`config.mk`:
```
export PLATFORM = sky130hd
export DESIGN_NAME = orthogonal_slice_extractor_unit
export DESIGN_NICKNAME = d
export VERILOG_FILES = /design/src/rtl/core/ose_pkg.sv /design/src/rtl/core/orthogonal_slice_extractor_unit.sv
export VERILOG_INCLUDE_DIRS = /design/src /design/src/rtl/core
export SDC_FILE = /design/constraint.sdc
export NUM_CORES = 1
export LEC_CHECK = 0
export ABC_AREA = 1
export BUFFER_PORTS_ARGS = -buffer_cell sky130_fd_sc_hd__buf_2
export CORE_UTILIZATION = 57
export DETAILED_ROUTE_END_ITERATION = 8
export PLACE_DENSITY = 0.78
export SLEW_MARGIN = 20
export SYNTH_ARGS = -nofsm -noshare
export SYNTH_HDL_FRONTEND = slang
export SYNTH_SLANG_ARGS = --single-unit
```
`constraint.sdc`:
```
create_clock -name clk_i -period 6.9 [get_ports clk_i]
set_clock_uncertainty 0.2 [all_clocks]
set_input_delay 0 -clock clk_i [delete_from_list [all_inputs] [get_ports clk_i]]
set_output_delay 0 -clock clk_i [all_outputs]
set_load 0.005 [all_outputs]
```
`src/rtl/core/assert_macros.svh`:
```
// Assertion macros shared by the RTL of the slice extractor.
// No dependencies; included by the files that carry assertions.
`ifndef ASSERT_MACROS_SVH
`define ASSERT_MACROS_SVH

// Clocked assertion, disabled while the active-low reset is asserted.
`define OSE_ASSERT(lbl, clk, rstn, prop) \
  lbl: assert property (@(posedge clk) disable iff (!rstn) prop) \
    else $error("assertion failed");

// Clocked assertion that also holds during reset.
`define OSE_ASSERT_ALWAYS(lbl, clk, prop) \
  lbl: assert property (@(posedge clk) prop) else $error("assertion failed");

`endif

```
`src/rtl/core/ose_pkg.sv`:
```
// Package for the orthogonal slice extractor: plane codes and register indexes.
// No dependencies.
`timescale 1ns / 1ps
`default_nettype none

package ose_pkg;

  typedef enum logic [1:0] {
    PLANE_YZ = 2'd0,
    PLANE_XZ = 2'd1,
    PLANE_XY = 2'd2
  } plane_e;

  localparam int unsigned CfgIdxW  = 3;
  localparam int unsigned CfgDataW = 9;

  localparam logic [CfgIdxW-1:0] CFG_SIZE_X    = 3'd0;
  localparam logic [CfgIdxW-1:0] CFG_SIZE_Y    = 3'd1;
  localparam logic [CfgIdxW-1:0] CFG_SIZE_Z    = 3'd2;
  localparam logic [CfgIdxW-1:0] CFG_SLICE_X   = 3'd3;
  localparam logic [CfgIdxW-1:0] CFG_SLICE_Y   = 3'd4;
  localparam logic [CfgIdxW-1:0] CFG_SLICE_Z   = 3'd5;
  localparam logic [CfgIdxW-1:0] CFG_FLIP_MASK = 3'd6;

  localparam logic [CfgDataW-1:0] SIZE_RESET = 9'd256;

endpackage

`default_nettype wire

```
`src/rtl/core/orthogonal_slice_extractor_unit.sv`:
```
// Orthogonal slice extractor: top level, input register, index math, result register.
// Depends on ose_pkg and assert_macros.svh.
//
// Usage:
//  - Input channel (in_valid_i/in_ready_o, voxel_bits_i): one voxel per beat in
//    raster order, x fastest, then y, then z. Position counters wrap after the
//    last voxel of the volume.
//  - Output channel (out_valid_o/out_ready_i): one beat per plane hit, in order
//    yz, xz, xy; last_o marks the final beat caused by a voxel. Voxels on no
//    selected plane produce nothing.
//  - Config channel (cfg_valid_i/cfg_ready_o, cfg_index_i, cfg_data_i): always
//    ready; write only while idle. Writing a size clears the position counters.
//  - Path: a voxel passes the input register, then the result register offers its results.
//  - Throughput: one voxel per cycle while each voxel hits at most one plane and the
//    output is not stalled; a voxel hitting k planes holds the result register until
//    all k beats are taken, setting the input rate through the one-entry input register.
//  - Reset: sizes 256 (clamped to MAX_DIM), slices 0, no flips, counters at the
//    origin, both pipeline registers empty.
//  - Output stall: results hold in the result register; voxels on no plane keep
//    flowing, the first one that hits waits in the input register, in_ready_o drops.
`timescale 1ns / 1ps
`default_nettype none

`include "assert_macros.svh"

module orthogonal_slice_extractor_unit
  import ose_pkg::*;
#(
  parameter int unsigned MAX_DIM = 256
) (
  input  wire logic                clk_i,
  input  wire logic                rst_ni,

  input  wire logic                cfg_valid_i,
  output logic                     cfg_ready_o,
  input  wire logic [CfgIdxW-1:0]  cfg_index_i,
  input  wire logic [CfgDataW-1:0] cfg_data_i,

  input  wire logic                in_valid_i,
  output logic                     in_ready_o,
  input  wire logic [31:0]         voxel_bits_i,

  output logic                     out_valid_o,
  input  wire logic                out_ready_i,
  output logic [1:0]               plane_o,
  output logic [15:0]              plane_index_o,
  output logic [31:0]              value_out_o,
  output logic                     last_o
);

  localparam int unsigned CW = $clog2(MAX_DIM);
  localparam int unsigned SW = $clog2(MAX_DIM + 1);
  localparam int unsigned XW = (CW > 8) ? CW : 8;
  localparam int unsigned IW = ((CW + SW + 1) > 16) ? (CW + SW + 1) : 16;

  function automatic logic [SW-1:0] eff_size(input logic [CfgDataW-1:0] s);
    logic [SW-1:0] r;
    begin
      if (s == '0) r = SW'(1);
      else if (32'(s) > MAX_DIM) r = SW'(MAX_DIM);
      else r = SW'(s);
      return r;
    end
  endfunction

  function automatic logic [CW-1:0] mirror(input logic [CW-1:0] c,
                                           input logic [SW-1:0] n,
                                           input logic rev);
    logic [SW-1:0] t;
    begin
      t = n - SW'(1) - SW'(c);
      return rev ? t[CW-1:0] : c;
    end
  endfunction

  // configuration
  logic [CfgDataW-1:0] size_x_q, size_y_q, size_z_q;
  logic [7:0]          slice_x_q, slice_y_q, slice_z_q;
  logic [2:0]          flip_q;
  logic                cfg_acc, size_wr;

  assign cfg_ready_o = 1'b1;
  assign cfg_acc     = cfg_valid_i && cfg_ready_o;
  assign size_wr     = cfg_acc && ((cfg_index_i == CFG_SIZE_X) ||
                                   (cfg_index_i == CFG_SIZE_Y) ||
                                   (cfg_index_i == CFG_SIZE_Z));

  always_ff @(posedge clk_i or negedge rst_ni) begin
    if (!rst_ni) begin
      size_x_q  <= SIZE_RESET;
      size_y_q  <= SIZE_RESET;
      size_z_q  <= SIZE_RESET;
      slice_x_q <= '0;
      slice_y_q <= '0;
      slice_z_q <= '0;
      flip_q    <= '0;
    end else if (cfg_acc) begin
      case (cfg_index_i)
        CFG_SIZE_X:    size_x_q  <= cfg_data_i;
        CFG_SIZE_Y:    size_y_q  <= cfg_data_i;
        CFG_SIZE_Z:    size_z_q  <= cfg_data_i;
        CFG_SLICE_X:   slice_x_q <= cfg_data_i[7:0];
        CFG_SLICE_Y:   slice_y_q <= cfg_data_i[7:0];
        CFG_SLICE_Z:   slice_z_q <= cfg_data_i[7:0];
        CFG_FLIP_MASK: flip_q    <= cfg_data_i[2:0];
        default: ;
      endcase
    end
  end

  logic [SW-1:0] sx, sy, sz;
  assign sx = eff_size(size_x_q);
  assign sy = eff_size(size_y_q);
  assign sz = eff_size(size_z_q);

  // position counters
  logic [CW-1:0] x_q, y_q, z_q, x_d, y_d, z_d;
  logic [CW-1:0] xc, yc, zc;
  logic          in_acc;

  assign in_acc = in_valid_i && in_ready_o;
  assign xc = (SW'(x_q) >= sx) ? '0 : x_q;
  assign yc = (SW'(y_q) >= sy) ? '0 : y_q;
  assign zc = (SW'(z_q) >= sz) ? '0 : z_q;

  always_comb begin
    x_d = xc;
    y_d = yc;
    z_d = zc;
    if ((SW'(xc) + SW'(1)) >= sx) begin
      x_d = '0;
      if ((SW'(yc) + SW'(1)) >= sy) begin
        y_d = '0;
        z_d = ((SW'(zc) + SW'(1)) >= sz) ? '0 : zc + CW'(1);
      end else begin
        y_d = yc + CW'(1);
      end
    end else begin
      x_d = xc + CW'(1);
    end
  end

  always_ff @(posedge clk_i or negedge rst_ni) begin
    if (!rst_ni) begin
      x_q <= '0;
      y_q <= '0;
      z_q <= '0;
    end else if (size_wr) begin
      x_q <= '0;
      y_q <= '0;
      z_q <= '0;
    end else if (in_acc) begin
      x_q <= x_d;
      y_q <= y_d;
      z_q <= z_d;
    end
  end

  // input register
  logic          s1_valid_q;
  logic [CW-1:0] s1_x_q, s1_y_q, s1_z_q;
  logic [31:0]   s1_val_q;
  logic [2:0]    s1_hit;
  logic          s1_adv, s2_free, s2_load;

  always_ff @(posedge clk_i) begin
    if (in_acc) begin
      s1_x_q   <= xc;
      s1_y_q   <= yc;
      s1_z_q   <= zc;
      s1_val_q <= voxel_bits_i;
    end
  end

  always_ff @(posedge clk_i or negedge rst_ni) begin
    if (!rst_ni) begin
      s1_valid_q <= 1'b0;
    end else if (in_acc) begin
      s1_valid_q <= 1'b1;
    end else if (s1_adv) begin
      s1_valid_q <= 1'b0;
    end
  end

  assign s1_hit[0] = XW'(s1_x_q) == XW'(slice_x_q);
  assign s1_hit[1] = XW'(s1_y_q) == XW'(slice_y_q);
  assign s1_hit[2] = XW'(s1_z_q) == XW'(slice_z_q);

  assign s1_adv     = s1_valid_q && ((s1_hit == '0) || s2_free);
  assign s2_load    = s1_valid_q && (s1_hit != '0) && s2_free;
  assign in_ready_o = !s1_valid_q || s1_adv;

  logic [CW-1:0] mx, my, mz, myxy;
  logic [IW-1:0] idx_yz, idx_xz, idx_xy;

  assign mx   = mirror(s1_x_q, sx, flip_q[0]);
  assign my   = mirror(s1_y_q, sy, flip_q[1]);
  assign myxy = mirror(s1_y_q, sy, !flip_q[1]);
  assign mz   = mirror(s1_z_q, sz, flip_q[2]);

  assign idx_yz = IW'(my) + IW'(mz) * IW'(sy);
  assign idx_xz = IW'(mx) + IW'(mz) * IW'(sx);
  assign idx_xy = IW'(mx) + IW'(myxy) * IW'(sx);

  // result register
  logic [2:0]  s2_mask_q, s2_mask_d, s2_pick, s2_rest;
  logic [15:0] s2_yz_q, s2_xz_q, s2_xy_q;
  logic [31:0] s2_val_q;
  logic        out_acc;

  always_ff @(posedge clk_i) begin
    if (s2_load) begin
      s2_yz_q  <= idx_yz[15:0];
      s2_xz_q  <= idx_xz[15:0];
      s2_xy_q  <= idx_xy[15:0];
      s2_val_q <= s1_val_q;
    end
  end

  always_comb begin
    if (s2_mask_q[0])      s2_pick = 3'b001;
    else if (s2_mask_q[1]) s2_pick = 3'b010;
    else                   s2_pick = s2_mask_q & 3'b100;
  end

  assign s2_rest = s2_mask_q & ~s2_pick;
  assign out_acc = out_valid_o && out_ready_i;
  assign s2_free = (s2_mask_q == '0) || (out_acc && (s2_rest == '0));

  always_comb begin
    s2_mask_d = s2_mask_q;
    if (s2_load)      s2_mask_d = s1_hit;
    else if (out_acc) s2_mask_d = s2_rest;
  end

  always_ff @(posedge clk_i or negedge rst_ni) begin
    if (!rst_ni) s2_mask_q <= '0;
    else         s2_mask_q <= s2_mask_d;
  end

  always_comb begin
    if (s2_mask_q[0]) begin
      plane_o       = PLANE_YZ;
      plane_index_o = s2_yz_q;
    end else if (s2_mask_q[1]) begin
      plane_o       = PLANE_XZ;
      plane_index_o = s2_xz_q;
    end else begin
      plane_o       = PLANE_XY;
      plane_index_o = s2_xy_q;
    end
  end

  assign out_valid_o = s2_mask_q != '0;
  assign value_out_o = s2_val_q;
  assign last_o      = s2_rest == '0;

  `OSE_ASSERT(a_last_single, clk_i, rst_ni, (out_valid_o && last_o) |-> $onehot(s2_mask_q))
  `OSE_ASSERT(a_more_pending, clk_i, rst_ni, (out_acc && !last_o) |=> out_valid_o)
  `OSE_ASSERT(a_stall_has_item, clk_i, rst_ni, !in_ready_o |-> (s1_valid_q && out_valid_o))
  `OSE_ASSERT(a_size_clears_pos, clk_i, rst_ni,
    size_wr |=> ((x_q == '0) && (y_q == '0) && (z_q == '0)))

endmodule

`default_nettype wire

```
== After elaboration in Yosys (flattened, before gate mapping) ==
Index checks and enable logic that the tools add are counted.

* Add/subtract/negate cells: 15
* Multiply operators: 3
* $lt $le $gt $ge: 9
* Equality and inequality tests: 9
* Muxes and demuxes: 35
* Bitwise operators: 2
* Reductions and logical operators: 32

{| class="wikitable"
|+ Operator list
! operator !! number
|-
| $mux 8 || 19
|-
| $mux 9 || 6
|-
| $add 8x16->16 || 3
|-
| $mul 8x9->16 || 3
|-
| $mux 16 || 2
|-
| $add 8x1->9 const B || 3
|-
| $ge 8x9->1 || 3
|-
| $ge 9x9->1 || 3
|-
| $gt 9x9->1 const B || 3
|-
| $logic_not 9->1 || 3
|-
| $add 8x1->8 const B || 3
|-
| $eq 8x8->1 || 3
|-
| $sub 8x1->8 const B || 3
|-
| $sub 8x8->8 || 3
|-
| $reduce_and 2->1 || 7
|-
| $logic_not 3->1 || 4
|-
| $mux 3 || 4
|-
| $eq 3x3->1 const B || 3
|-
| $logic_and 1x1->1 || 7
|-
| $eq 3x2->1 const B || 2
|-
| $reduce_bool 2->1 || 3
|-
| $reduce_bool 3->1 || 2
|-
| $logic_or 1x1->1 || 5
|-
| $mux 2 || 2
|-
| 5 further kinds || 6
|}

* Register bits: 218
* Input port bits: 49
* Output and inout port bits: 54

== Logic depth before layout (Yosys ltp) ==
* Depth after elaboration: 13
* Gate-level depth with buffers: 35
* Depth with buffers taken out: 34

== Worst setup path after synthesis ==
Ideal clock, no wire load.

* Path type: register to register
* From: reg size_x_q[0]
* To: reg s2_xz_q[13], data pin
* Setup time: 0.259 ns
* Arrival time: 5.955 ns
* Slack: 0.486 ns
* Cell stages (with the launch flop): 33
* Path buffers: 0
* Clock period less this slack: 6.414 ns
* Path through: dfrtp_1 inv_1 nand4_1 nor4_2 nor2_1 a21oi_2 ha_1 inv_1 fa_1 o31ai_1 nand2_1 nand2_1 a21oi_1 xnor2_1 o21ai_0 fa_1 inv_1 fa_1 inv_1 fa_1 fa_1 inv_1 ha_1 inv_1 o21bai_1 a31oi_1 inv_1 nand2_1 nand2_1 nand2_1 nand2_1 a21oi_1 xnor2_1

* Word-level cells in the longest chain between the ends: 7
* Elaborated cells on any way between the ends: 9

{| class="wikitable"
|+ RTL lines
! what !! line !! RTL
|-
| from (decl) || orthogonal_slice_extractor_unit.sv:77 || <nowiki>logic [CfgDataW-1:0] size_x_q, size_y_q, size_z_q;</nowiki>
|-
| from (signal assigned) || orthogonal_slice_extractor_unit.sv:99 || <nowiki>CFG_SIZE_X: size_x_q <= cfg_data_i;</nowiki>
|-
| $gt 9x9->1 || orthogonal_slice_extractor_unit.sv:60 || <nowiki>else if (32'(s) > MAX_DIM) r = SW'(MAX_DIM);</nowiki>
|-
| $mux 9 || orthogonal_slice_extractor_unit.sv:60 ||
|-
| $mux 9 (*) || orthogonal_slice_extractor_unit.sv:59 || <nowiki>if (s == '0) r = SW'(1);</nowiki>
|-
| parallel branches: the longest is 3 deep, another holds $mul 8x9->16 || -- ||
|-
| $add 8x16->16 (*) || orthogonal_slice_extractor_unit.sv:202 || <nowiki>assign idx_xz = IW'(mx) + IW'(mz) * IW'(sx);</nowiki>
|-
| via idx_xz[13] || orthogonal_slice_extractor_unit.sv:194 || <nowiki>logic [IW-1:0] idx_yz, idx_xz, idx_xy;</nowiki>
|-
| to (signal assigned) || orthogonal_slice_extractor_unit.sv:214 || <nowiki>s2_xz_q <= idx_xz[15:0];</nowiki>
|-
| to (decl) || orthogonal_slice_extractor_unit.sv:207 || <nowiki>logic [15:0] s2_yz_q, s2_xz_q, s2_xy_q;</nowiki>
|}

Mark *: on every way through the listed nets, which the timed path passes.
A chain may end at the register's enable or synchronous reset.

== Final worst setup path ==
* From: reg size_x_q[0]
* To: reg s2_xy_q[13], data pin

* Word-level cells in the longest chain between the ends: 7
* Elaborated cells on any way between the ends: 9

{| class="wikitable"
|+ RTL lines
! what !! line !! RTL
|-
| $gt 9x9->1 || orthogonal_slice_extractor_unit.sv:60 ||
|-
| $mux 9 || orthogonal_slice_extractor_unit.sv:60 ||
|-
| $mux 9 (*) || orthogonal_slice_extractor_unit.sv:59 ||
|-
| parallel branches: the longest is 3 deep, another holds $mul 8x9->16 || -- ||
|-
| $add 8x16->16 (*) || orthogonal_slice_extractor_unit.sv:203 || <nowiki>assign idx_xy = IW'(mx) + IW'(myxy) * IW'(sx);</nowiki>
|-
| via idx_xy[13] || orthogonal_slice_extractor_unit.sv:194 ||
|-
| to (signal assigned) || orthogonal_slice_extractor_unit.sv:215 || <nowiki>s2_xy_q <= idx_xy[15:0];</nowiki>
|-
| to (decl) || orthogonal_slice_extractor_unit.sv:207 ||
|}

Marks and branches as above.

==> summary.md <==
| Metric | Value |
|---|---|
| Met3 GRT Util | `3.59%` |
| Outcome | `finished, final reports clean` |
| Reg-to-reg setup timing slack | `0.20 ns` |
| Layout cell share with drive strength beyond 1 | `11.7%` |
| Die ar. | `0.0337 mm^2` |
| Synth warn | `0` |
| # H-tree levels | `1` |
| Post-synth cell types | `57` |
| Post-DP HPWL | `37800 um` |
| Critical path type | `flop to flop` |
| Fmax achieved | `149 MHz` |
| Initial antenna violation count | `0` |
| Initial DRC Count | `1285` |
| Longest Clk Path Bufs | `3` |
| Leak Pwr | `11.0 nW` |
| Fin area | `0.0219 mm^2` |
| Seq/Total Area, Yosys | `32.6%` |
| Hold_sp | `out_ready_i` |
| Die width | `184 um` |
| DR vias | `15686` |
| Via/cell ratio | `5.46` |
| Syn Nets | `2574` |
| Setup violations, final | `0` |
| Global route hottest layer | `met2` |
| Root Buffer | `clkbuf_16` |
| Core ar. | `0.0325 mm^2` |
| CP Capture Type | `flop` |
| CP Launch Type | `flop` |
| Top-level I/O count | `103` |
| Slowest stage cell, crit path | `fa_1` |
| Synth-to-layout area growth | `16.5%` |
| CP required | `6.98 ns` |
| Vert. Die Dim | `184 um` |
| Post-synth ARST share | `37.6%` |
| Max Cap Viol | `0` |
| Clk sink count | `218` |
| # DRC | `0` |
| Fill cells | `2573` |
| Worst R2R Start | `size_x_q[0]` |
| Total grt overflow | `0` |
| Count leader, synth | `nand2_1` |
| Port Buffers | `101` |
| Post-Syn Instances | `2191` |
| Largest net degree at the start of global routing | `83` |
| Routed Antenna Nets | `0` |
| FF+latch count, synth | `218` |
| Final WL | `50900 um` |
| Hold path depth | `3` |
| Worst r2r dst | `s2_xy_q[13]` |
| Antenna cells | `0` |
| Measured slew at the worst slew-check pin | `1.12 ns` |
| TritonCTS Buffers | `24` |
| Reg2reg path depth | `31` |
| Most used cell, CP | `nand2_1` |
| Vias in the first global route | `15800` |
| Nets | `2796` |
| VDD IR-drop max | `0.000368 V` |
| Crit path arrival time | `6.78 ns` |
| Synth top area share | `21.7%` |
| Hold Crit Class | `primary input to flop` |
| Starting density of the core | `57.8%` |
| Global-route wire length before repair | `80100 um` |
| DR WL/cell | `17.7 um` |
| Clk_lat worst skew | `0.54 ns` |
| First-pass iteration count of the detailed router | `5` |
| Synth top cells by count | `463 x nand2_1, 428 x inv_1, 217 x nor2_1` |
| CTS tree | `yes` |
| Period minus WS final | `6.70 ns` |
| Reg clk slew, reported paths | `0.06 ns` |
| Relative slew slack | `25.0%` |
| Site Rows | `66` |
| Synth area leader | `edfxtp_1` |
| GPL Wtd Cong | `0.945` |
| Hold path endpoint | `s2_mask_q[2]` |
| Fin crit share | `97.1%` |
| Predominant post-synthesis flop cell | `edfxtp_1` |
| Avg Inst Size Synth | `8.59 um^2` |
| Slew Limit Fails | `0` |
| M2 GR Usage | `53.8%` |
| Global Route Usage Sum | `30.6%` |
| Final hold violations | `0` |
| Synth area leaders | `edfxtp_1 22%, fa_1 16%, ha_1 12%, dfrtp_1 11%, nand2_1 9.2%` |
| Cell Area, Placed | `0.0200 mm^2` |
| Power Density | `424 mW/mm^2` |
| Crit-path max cell delay | `0.55 ns` |
| Met1 Use GR | `38.3%` |
| Number of enable flip-flop cells after synthesis | `136` |
| Critical path fanouts, max | `5` |
| Mapped Area | `0.0188 mm^2` |
| Tot Pwr | `9.29 mW` |
-- routing by layer --
| metal | wire length (um) | part of all wire [%] |
|---|---|---|
| met5 | 0 | 0 |
| met4 | 2560 | 5.0 |
| met3 | 3900 | 7.7 |
| met2 | 24500 | 48 |
| met1 | 19900 | 39 |
-- flip-flops by register name (all words and copies together) (netlist names), 9 cells and up --
signal       count
size_x_q         9
value_out_o     32
s2_xz_q         16
size_z_q         9
s2_xy_q         16
s2_yz_q         16
s1_val_q        32
size_y_q         9
-- critical path, delay by kind of cell (launching register included) --
family | cells | cell delay (ns)
adders and majority gates | 7 | 2.90
xor gates and xnor gates | 2 | 0.25
buffers and inverters | 6 | 0.45
AOI/OAI and AO/OA | 7 | 1.22
DFF | 1 | 0.38
and+or+nand+nor | 9 | 1.06
-- cells by family after synthesis --
group | after synthesis | synth area share (%)
compound gates | 238 | 6.91
xor+xnor | 73 | 3.40
fa+ha+maj | 334 | 28.2
buf+inv | 480 | 9.78
flops | 218 | 32.6
other cells | 1 | 0.0199
simple gates | 847 | 19.1
-- repair_timing --
item,CTS,global route
hold buffers,81,1
setup buffers,0,10
resized for setup,0,48
endpoints found under the setup margin,0,22
hold endpoints to repair,193,6
-- cell type report --
| cell class | instances | area, um^2 | share of cell area, % |
|---|---|---|---|
| multi-input cells | 1493 | 11000 | 50.2 |
| flip-flops and latches | 218 | 6140 | 28.0 |
| repair buffers | 234 | 1740 | 7.92 |
| inverters | 442 | 1670 | 7.61 |
| clock buffers | 33 | 726 | 3.31 |
| well taps | 442 | 553 | 2.52 |
| clock inverters | 11 | 100 | 0.457 |
-- through the flow --
step                      instances  worst slack (ns)  TNS, ns  utilization [%]  hold slack (ns)
after floorplan                2191             0.486        0                -           -0.496
after global placement         2737             0.263        0             61.5          -0.0228
after detailed placement       2737            0.0939        0             61.5          -0.0219
after CTS                      2862             0.116        0             66.6          0.00763
after global routing           2873            -0.179   -0.407             67.4           0.0558
final                          2873             0.201        0             67.4           0.0216
-- worst max path at each step --
stage	startpoint	end	slack [ns]	cells after the start
after floorplan	size_x_q[0]	s2_xz_q[13]	0.49	32
after global placement	size_x_q[0]	s2_xz_q[13]	0.26	32
after detailed placement	size_x_q[0]	s2_xz_q[13]	0.09	32
after CTS	size_x_q[0]	s2_xz_q[13]	0.12	32
after global routing	size_x_q[4]	s2_xy_q[13]	-0.18	31
final	size_x_q[0]	s2_xy_q[13]	0.20	31
-- power breakdown --
part / total (mW) / internal, mW / switching [mW] / leakage, nW
Combinational: 6.06 / 2.25 / 3.80 / 8.24
Sequential: 1.92 / 1.78 / 0.140 / 2.34
Clock: 1.32 / 0.777 / 0.540 / 0.408
Total: 9.29 / 4.81 / 4.49 / 11.0
-- cell usage in the layout, fill, tap and decap left out, types with 11 or more instances in the layout --
master           n
dlygate4sd3_1   82
dfrtp_1         79
nand2_1        462
nand3b_1        11
fa_1           148
nor2_2          13
nor2_1         213
o21ai_0        101
a21oi_1         68
buf_2          100
xor2_1          48
buf_4           48
clkbuf_16       25
o21ai_1         17
inv_1          424
xnor2_1         25
ha_1           179
nand3_1         67
inv_2           14
edfxtp_1       136
nand4_1         36
Note: power is estimated with default switching activity, not from simulation.
